[src/hw/rtl/nb2d_pkg.sv]
// Package: constants and stage types for the binary128 to binary64 narrowing core.
`timescale 1ns / 1ps
package nb2d_pkg;
  localparam logic [14:0] QEXP_ALL = 15'h7FFF;
  localparam logic [10:0] DEXP_ALL = 11'h7FF;
  // biased quad exponent of 2^-1022 and 2^1023
  localparam logic [14:0] QEXP_DMIN = 15'd15361;
  localparam logic [14:0] QEXP_DMAX = 15'd17406;
  localparam logic [7:0]  NORM_DROP = 8'd60;
  localparam logic [7:0]  MAX_DROP  = 8'd113;

  // stage 1 -> stage 2: classified operand and shift amount
  typedef struct packed {
    logic        sign;
    logic        special;   // result fully decided in stage 1
    logic [63:0] spec_bits;
    logic        normal;
    logic [14:0] qexp;
    logic [6:0]  drop;      // 60..113
    logic [112:0] sig;
  } st1_t;

  // stage 2 -> stage 3: shifted mantissa with rounding bits
  typedef struct packed {
    logic        sign;
    logic        special;
    logic [63:0] spec_bits;
    logic        normal;
    logic [10:0] dexp;
    logic [52:0] mant;
    logic        guard;
    logic        sticky;
  } st2_t;
endpackage

[src/hw/rtl/narrow_binary128_to_binary64_core.sv]
// Top level: three-stage pipelined binary128 to binary64 narrowing, round to nearest even.
`timescale 1ns / 1ps
// Channel | Ports                          | Dir | Handshake
// request | in_quad_high, in_quad_low      | in  | start & !busy
// result  | out_double_bits                | out | out_valid, one cycle
// One request is taken every cycle. Its result passes through the classify,
// shift and round register stages (s1_r, s2_r, res_r) in that order before
// it reaches the outputs.
// busy is tied low: the receiver cannot stall, so nothing ever backs up.
// Synchronous active-low reset clears the stage valid bits only.
module narrow_binary128_to_binary64_core (
  input  logic        clk,
  input  logic        rst_n,
  input  logic        start,
  output logic        busy,
  input  logic [63:0] in_quad_high,
  input  logic [63:0] in_quad_low,
  output logic        out_valid,
  output logic [63:0] out_double_bits
);
  import nb2d_pkg::*;

  logic v1_r, v2_r, v3_r;
  nb2d_pkg::st1_t s1_nxt, s1_r;
  nb2d_pkg::st2_t s2_nxt, s2_r;
  logic [63:0] res_nxt, res_r;

  assign busy = 1'b0;

  // stage 1: classify and compute shift
  always_comb begin
    logic [14:0] qe;
    logic [47:0] fhi;
    logic [51:0] nf;
    logic [15:0] dr;
    qe  = in_quad_high[62:48];
    fhi = in_quad_high[47:0];
    nf  = {fhi, in_quad_low[63:60]};
    s1_nxt.sign = in_quad_high[63];
    s1_nxt.sig  = {1'b1, fhi, in_quad_low};
    s1_nxt.qexp = qe;
    s1_nxt.special = 1'b1;
    s1_nxt.spec_bits = {in_quad_high[63], 63'd0};
    s1_nxt.normal = (qe >= QEXP_DMIN);
    dr = s1_nxt.normal ? {8'd0, NORM_DROP}
                       : 16'({8'd0, NORM_DROP}) + 16'(QEXP_DMIN - qe);
    s1_nxt.drop = 7'(dr);
    if (qe == QEXP_ALL) begin
      if (fhi == 48'd0 && in_quad_low == 64'd0)
        s1_nxt.spec_bits = {in_quad_high[63], DEXP_ALL, 52'd0};
      else
        s1_nxt.spec_bits = {in_quad_high[63], DEXP_ALL, (nf == 52'd0) ? 52'd1 : nf};
    end else if (qe == 15'd0) begin
      s1_nxt.special = 1'b1;
    end else if (qe > QEXP_DMAX) begin
      s1_nxt.spec_bits = {in_quad_high[63], DEXP_ALL, 52'd0};
    end else if (dr > {8'd0, MAX_DROP}) begin
      s1_nxt.special = 1'b1;
    end else begin
      s1_nxt.special = 1'b0;
    end
  end

  // stage 2: align mantissa, extract guard and sticky
  always_comb begin
    logic [112:0] sh, msk;
    logic [6:0] g;
    g  = s1_r.drop - 7'd1;
    sh = s1_r.sig >> s1_r.drop;
    msk = ~({113{1'b1}} << g);
    s2_nxt.sign = s1_r.sign;
    s2_nxt.special = s1_r.special;
    s2_nxt.spec_bits = s1_r.spec_bits;
    s2_nxt.normal = s1_r.normal;
    s2_nxt.dexp = 11'(s1_r.qexp - 15'd15360);
    s2_nxt.mant = {1'b0, sh[51:0]};
    s2_nxt.guard = s1_r.sig[g];
    s2_nxt.sticky = |(s1_r.sig & msk);
  end

  // stage 3: round and pack
  always_comb begin
    logic [52:0] m;
    logic [11:0] e;
    m = s2_r.mant + {52'd0, s2_r.guard & (s2_r.sticky | s2_r.mant[0])};
    e = s2_r.normal ? {1'b0, s2_r.dexp} : 12'd0;
    if (m[52]) e = e + 12'd1;
    if (s2_r.special) res_nxt = s2_r.spec_bits;
    else if (e >= 12'h7FF) res_nxt = {s2_r.sign, DEXP_ALL, 52'd0};
    else res_nxt = {s2_r.sign, e[10:0], m[51:0]};
  end

  // valid pipeline
  always_ff @(posedge clk) begin
    if (!rst_n) begin
      v1_r <= 1'b0;
      v2_r <= 1'b0;
      v3_r <= 1'b0;
    end else begin
      v1_r <= start;
      v2_r <= v1_r;
      v3_r <= v2_r;
    end
  end

  // payload pipeline
  always_ff @(posedge clk) begin
    s1_r  <= s1_nxt;
    s2_r  <= s2_nxt;
    res_r <= res_nxt;
  end

  assign out_valid = v3_r;
  assign out_double_bits = res_r;
endmodule
[config.mk]
export PLATFORM = sky130hd
export DESIGN_NAME = narrow_binary128_to_binary64_core
export DESIGN_NICKNAME = d
export VERILOG_FILES = /design/src/hw/rtl/nb2d_pkg.sv /design/src/hw/rtl/narrow_binary128_to_binary64_core.sv
export SDC_FILE = /design/constraint.sdc
export NUM_CORES = 1
export LEC_CHECK = 0
export ABC_AREA = 1
export BUFFER_PORTS_ARGS = -buffer_cell sky130_fd_sc_hd__buf_4
export CORE_MARGIN = 1
export CORE_UTILIZATION = 55
export DETAILED_ROUTE_END_ITERATION = 16
export MAX_ROUTING_LAYER = met4
export PLACE_DENSITY = 0.84
export SYNTH_ARGS = -nofsm -noshare
export SYNTH_HDL_FRONTEND = slang
export SYNTH_SLANG_ARGS = --single-unit
export TNS_END_PERCENT = 10
[constraint.sdc]
create_clock -name clk -period 9.47 [get_ports clk]
set_input_delay 0.947 -clock clk [delete_from_list [all_inputs] [get_ports clk]]
set_output_delay 0.947 -clock clk [all_outputs]
set_load 0.01 [all_outputs]
Word level (Yosys, flattened, before mapping) --
Index checks and enable logic that the tools add are counted.
Cells by class: eq/ne operators 1, $lt $le $gt $ge 5, reduce and logical (&&, ||, !) cells 7, shifts and indexed selects 2, bitwise gates (word level) 4, multiplexer cells 13, $add $sub $neg 6
Operators by type and width (count):
- 63-bit two-way mux | 4
- 113-bit bitwise AND | 1
- 113-bit inverter | 1
- 113-bit OR reduction | 1
- 113-bit by 7-bit left shift with 113-bit output (first input constant) | 1
- 113-bit by 7-bit right shift with 52-bit output | 1
- 52-bit two-way mux | 2
- 64-bit zero test | 1
- 64-bit two-way mux | 1
- 52-bit by 1-bit adder with 53-bit output | 1
- 52-bit zero test | 1
- 48-bit zero test | 1
- 6-bit by 16-bit adder with 16-bit output (first input constant) | 1
- 16-bit by 7-bit greater-than comparator with 1-bit output (second input constant) | 1
- 16-bit two-way mux | 1
- 14-bit by 15-bit subtractor with 16-bit output (first input constant) | 1
- 15-bit == test (second input constant) | 1
- 15-bit by 14-bit >= comparator with 1-bit output (second input constant) | 1
- 15-bit greater-than comparator (second input constant) | 1
- 15-bit zero test | 1
- 11-bit by 1-bit adder with 12-bit output (second input constant) | 1
- 12-bit by 11-bit >= comparator with 1-bit output (second input constant) | 1
- 12-bit two-way mux | 1
- 11-bit two-way mux | 1
- other kinds (9) | 10
Storage, ports and cells: register bits 396, word-level logic and storage cells 57, output and inout bits 66, input bits 131

Logic depth before layout (Yosys ltp) --
Gate-level depths: netlist of run 1.
word-level depth 7, gate-level depth with buffers 22, gate-level depth less buffers 18

Worst setup path before layout of run 1 --
OpenSTA, ideal clock, no wires.
path kind flip-flop to flip-flop, from register s1_r[114] in the netlist's numbering, to register s2_r[0] in the netlist's numbering, clock period less this slack 3262 ps, library setup time 114 ps, arrival 3148 ps, buffers on the path 4, stages on the path, launching flop included 21, slack 6208 ps, data required time 9356 ps, cells stage by stage dfxtp_1 -> buf_2 -> inv_2 -> clkbuf_1 -> clkbuf_1 -> ha_1 -> inv_1 -> ha_1 -> clkbuf_1 -> nand2_1 -> clkinv_1 -> nand2_1 -> nand2_1 -> o21ai_0 -> nand2_1 -> nor2_1 -> nand2_1 -> nor2_1 -> nand2_1 -> nor2_1 -> nand2_1
RTL lines:
- from (decl) | line narrow_binary128_to_binary64_core.sv:24 | nb2d_pkg::st1_t s1_nxt, s1_r;
- from (signal assigned) | line narrow_binary128_to_binary64_core.sv:108 | s1_r <= s1_nxt;
- to (signal assigned) | line narrow_binary128_to_binary64_core.sv:109 | s2_r <= s2_nxt;
- to (decl) | line narrow_binary128_to_binary64_core.sv:25 | nb2d_pkg::st2_t s2_nxt, s2_r;

==> results of run 1 <==
==> worst max path at each step <==
stage	end
floorplan	s2_r[0]
global placement	s2_r[0]
detailed placement	s2_r[0]
CTS	s2_r[0]
global route	s2_r[0]
finish	s2_r[0]
==> logic make-up after synthesis <==
kind of cell / after synthesis / share of synthesized area, %
mux: 12 / 0.557
flops: 374 / 34.7
simple gates: 2054 / 41.0
buf+inv: 432 / 7.99
other cells: 1 / 0.0174
compound gates: 517 / 13.3
fa+ha+maj: 10 / 0.581
xor+xnor: 44 / 1.79
==> cell type report <==
class	count	area [um^2]
Sequential cell	374	7500
Clock inverter	21	262
Multi-Input combinational cell	2638	12300
Tap cell	518	648
Inverter	240	902
Clock buffer	47	1020
Fill cell	3651	14300
Timing Repair Buffer	216	1620
==> routing by layer <==
metal  track usage, %  up-vias
li1                 -    11400
met1             53.5    10700
met2             66.0     1500
met3             8.69      318
met4             25.2        0
met5                -        -
==> power groups by stage <==
stage	combinational, uW	clock (uW)	sequential [uW]
after global routing	1120	1640	1830
after detailed placement	983	0	1850
final	1030	1570	1830
after global placement	980	0	1850
after floorplan	664	0	1780
after CTS	989	1570	1820
==> flip-flops by register name, summed over array words and instances, names as in the netlist <==
signal	flops
v2_r	1
s1_r	186
s2_r	121
out_double_bits	64
v1_r	1
out_valid	1
==> metrics by stage <==
stage	cells	total power, uW	utilization (%)
final	4054	4420	62.9
after global routing	4054	4590	62.9
after CTS	4054	4370	62.9
after detailed placement	3986	2840	59.6
after global placement	3986	2830	59.6
after floorplan	3444	2450	-
==> layout by cell type, fill, tap and decap left out, drive strengths merged, types with 50 or more instances in the layout <==
| cell | instances |
|---|---|
| a21oi | 71 |
| o21ai | 336 |
| nand4 | 50 |
| o211ai | 60 |
| nand2 | 1222 |
| dfxtp | 374 |
| nor2 | 265 |
| inv | 245 |
| buf | 216 |
| nand3 | 379 |
==> critical path, delay by kind of cell, from the launching register on <==
| kind | cells | cell delay, ns |
|---|---|---|
| simple gates | 10 | 1.42 |
| fa+ha+maj | 1 | 0.63 |
| buf+inv | 3 | 1.80 |
| compound gates | 1 | 0.22 |
| flops | 1 | 0.32 |
==> results.cfg, run 1 <==
[timing]
hold_violations = 0
drv_slew = 0
fin_skew_ns = 0.0195
tightest_slew_ns = 1.16
fin_crit_ns = 4.56
rsz0062_at_grt = no
whs_ns = 0.320
fin_ws_ns = 4.91
setup-tns-final_ns = 0
period_share_pct = 48.2
relSlewSlack_pct = 22.4
max_freq_mhz = 219
finalSetupViolCount = 0

[power]
peakVddDrop_mv = 0.166
power_frac_clock_pct = 35.5
p_comb_share_pct = 23.2
p_per_area_nw_per_um2 = 182
p_sw_uw = 1510
p_leak_uw = 0.0115
p_int_uw = 2910
switching_share_pct = 34.3
seqPwrFrac_pct = 41.3

[clock_network]
cts-resized-gates = 0
cts-root-buf = clkbuf_16
cts_buffers = 38
cts_tree = yes
clkTransAtPathRegs_ns = 0.07
cts_hold_buf = 0
h-tree-depth = 2
clock_path_buffers = 3
clk_latency_ns = 0.57
post_cts_buffers = 0
cts.sink_count = 374

[logic_synthesis]
syn_avg_cell_area_um2 = 6.26
synth_seq_cells = 374
syn_nets = 3585
synth_area_leaders = dfxtp_1, nand2_1, nand3_1, o21ai_0, nor2_1
synth_warnings = 0
synth-edff-count = 0
seq_area_frac_synth_pct = 34.7
syn_area_um2 = 21600
ys.flop_type = dfxtp_1
yosysUniqueCellTypes = 50
synth_most_common_cell = nand2_1
syn_inst = 3444
synthTopCellsByCount = nand2_1, dfxtp_1, nand3_1, o21ai_0, nor2_1
synth_top_cell_by_area = dfxtp_1
async_reset_ff_share_pct = 0
synth_top_cell_area_share_pct = 34.7

[critical_path]
critPathMostFrequentCell = nand2_1
crit_arrival_ns = 5.01
startpoint = s1_r[115]
reg2reg_depth = 15
cp_max_fo = 103
critical_path_required_ns = 9.92
cp_cell_sequence = buf_4, clkinv_2, ha_1, nand2_1, clkinv_1, nand2_1, nand2_1, o21ai_0, nand2_1, nor2_1, nand2_1, nor2_1, nand2_1, nor2_1, nand2_1
start_kind = flip-flop
r2r_start = s1_r[115]
cpMaxStageDelayCell = clkinv_2
reg2reg_slack_ns = 4.91
rr_endpoint = s2_r[0]
crit_type = reg2reg
critPathMaxStageDelay_ns = 0.68
end_kind = flip-flop

[route]
routedWlPerCell_um = 21.2
wl_met2_um = 37600
first_pass_iters = 7
drc = 0
wl_met3_um = 9190
wl_um = 85900
wl_met1_um = 33500
ant_nets = 0
drtIter0Drc = 3340
routed.top_layer = met4
num_vias = 23900
drt-vias-per-instance = 5.89

[layout]
drive_gt1_share_pct = 10.4
fin_nets = 3649
n_antenna_cell = 0
area_growth_pct = 12.8
fin_area_um2 = 24300

[floorplan]
die_area_um2 = 40000
pin_count = 197
rows = 72
die_h_um = 200
die_w_um = 200
core_area_um2 = 38600
initial_core_util_pct = 55.8

[run_status]
status = finished clean

[global_routing]
antenna_found_initial = 3
grt_max_degree = 116
grt_pass1_vias = 21000
gr-total-overflow = 0
grt_pass1_wl_um = 125000
track_usage_pct = 43.4

[placed_design]
gp_congestion = 1.11
place_hpwl_um = 66700
portBuffers = 195
dpl_cell_area_um2 = 23000
place_ws_ns = 5.18

[flow_run]
maxCapViolations = 0

[min_path]
min_to = s2_r[69]
whs_path_depth = 0
holdCritPathClass = reg2reg
hold_start = s1_r[138]
(Power assumes the default switching activity.)
==> inputs of run 2 (changes only) <==
==> constraint.sdc (replaced) <==
create_clock -name clk -period 4.3 [get_ports clk]
set_input_delay 0.43 -clock clk [delete_from_list [all_inputs] [get_ports clk]]
set_output_delay 0.43 -clock clk [all_outputs]
set_load 0.01 [all_outputs]
==> run 2 against run 1 <==
  * Count of clock-buffer cells in the layout shrank 1
  * Design area rose by 5.2%
  * First-iteration DRC count decreased by 1.2%
  * Highest routed layer unchanged
==> results.cfg, run 2 (synthesized netlist as in run 1, its figures left out) <==
[run_status]
status = finished clean

[min_path]
holdCritPathClass = in2reg

[layout]
final_cell_mix = nand2_1, nand3_1, dfxtp_1
fin_nets = 3768
layout_commonest_cell = nand2_1
drive_gt1_share_pct = 10.5
area_growth_pct = 18.7
nFillCells = 3419
largest_register = s1_r
largest_reg_flops = 186

[timing]
tightest_slew_ns = 1.10
hold_violations = 0
period_share_pct = 81.0
whs_ns = 0.00725
relSlewSlack_pct = 26.8
setup-tns-final_ns = 0
rsz0062_at_grt = no
fin_skew_ns = 0.0177
fin_crit_ns = 3.48
drv_slew = 0
max_freq_mhz = 287
finalSetupViolCount = 0

[clock_network]
clk_latency_ns = 0.56
clkTransAtPathRegs_ns = 0.07
h-tree-depth = 2
cts-root-buf = clkbuf_16
cts_buffers = 38
clock_path_buffers = 3
cts.sink_count = 374
cts_tree = yes

[floorplan]
die_h_um = 200
die_area_um2 = 40000
rows = 72
die_w_um = 200
core_area_um2 = 38600
pin_count = 197
initial_core_util_pct = 55.8

[critical_path]
critPathMostFrequentCell = nand2_1
end_kind = flip-flop
cpMaxStageDelayCell = nand3_4
crit_type = reg2reg
crit_arrival_ns = 3.92
critPathMaxStageDelay_ns = 0.55
cp_max_fo = 60
start_kind = flip-flop
critical_path_required_ns = 4.73
reg2reg_slack_ns = 0.82
cp_cell_sequence = o21a_1, ha_1, ha_1, nand2_2, nor2_4, nand2_4, nor2_4, nand2_4, nor2_8, nand3_1, nand2_1, nand2_1, nor2_2, nand3_4, nand3b_1, nand2_1

[route]
wl_um = 93700
drt-vias-per-instance = 5.92
routedWlPerCell_um = 22.4
first_pass_iters = 10
drtIter0Drc = 3301
ant_nets = 0
num_vias = 24700
drc = 0

[placed_design]
gp_congestion = 1.09
portBuffers = 195
place_hpwl_um = 71000

[global_routing]
antenna_found_initial = 6
track_usage_pct = 47.2
gr-total-overflow = 0
grt_max_degree = 159
grt_pass1_wl_um = 135000
grt_pass1_vias = 22200

[power]
peakVddDrop_mv = 0.492
p_leak_uw = 0.0120
p_per_area_nw_per_um2 = 394

[flow_run]
maxCapViolations = 0
## run 2: cell types whose count changed in the layout (fill, tap and decap cells not counted), moves of 2 or more
cell and change:
dlygate4sd3_1 +105, inv_6 -3, bufinv_16 +3, clkbuf_1 -3, buf_12 +2, diode_2 +5
buf_4 +12
## run 2: cell type report
type	instances	area [um^2]	area share, %
clock inverter	21	312	1.22
multi-input combinational	2638	12300	48.3
inverter	240	902	3.53
tap	518	648	2.53
sequential	374	7500	29.3
timing repair buffer	335	2800	11.0
clock buffer	46	1050	4.11
antenna	5	12.5	0.0489
## run 2: per-stage QoR
step	utilization, %	std cells	instance area, um^2	setup slack [ns]	power [uW]
floorplan	-	3444	21600	1.04	5390
finish	66.2	4177	25600	0.815	10100
global placement	59.9	4000	23100	1.05	6330
detailed placement	59.9	4000	23100	0.981	6330
CTS	66.0	4167	25500	0.912	9950
global route	66.2	4177	25600	0.581	10400
## run 2: repair_timing
| action | 4_1_cts | 5_1_grt |
|---|---|---|
| gates resized for setup | 0 | 0 |
| hold buffers | 100 | 5 |
| endpoints found under the hold margin | 100 | 5 |
| buffers inserted | 0 | 0 |
## run 2: final timing paths
path,from,to,depth (start not counted)
setup / recovery,s2_r[0],out_double_bits[29],16
hold / removal,in_quad_high[20],s1_r[84],1
setup reg to reg,s2_r[0],out_double_bits[29],16
hold reg to reg,s1_r[124],s2_r[59],0
## run 2: routing by layer
metal / up-vias / track usage (%) / routed length, um
met5: - / - / 0
met4: 0 / 31.4 / 7420
met3: 377 / 11.2 / 10100
met2: 1526 / 71.9 / 41100
met1: 11200 / 55.5 / 35100
li1: 11600 / - / -
## run 2: worst max-delay path: cells and delay by family (launching register included)
family	cells	cell delay (ns)
and+or+nand+nor	13	2.24
adders and majority gates	2	0.48
DFF	1	0.41
AOI/OAI and AO/OA	1	0.16
## run 2: report_power, final
group          internal, uW  switching (uW)
Clock                  2180            1450
Combinational           814            1630
Sequential             3700             319
Total                  6690            3390
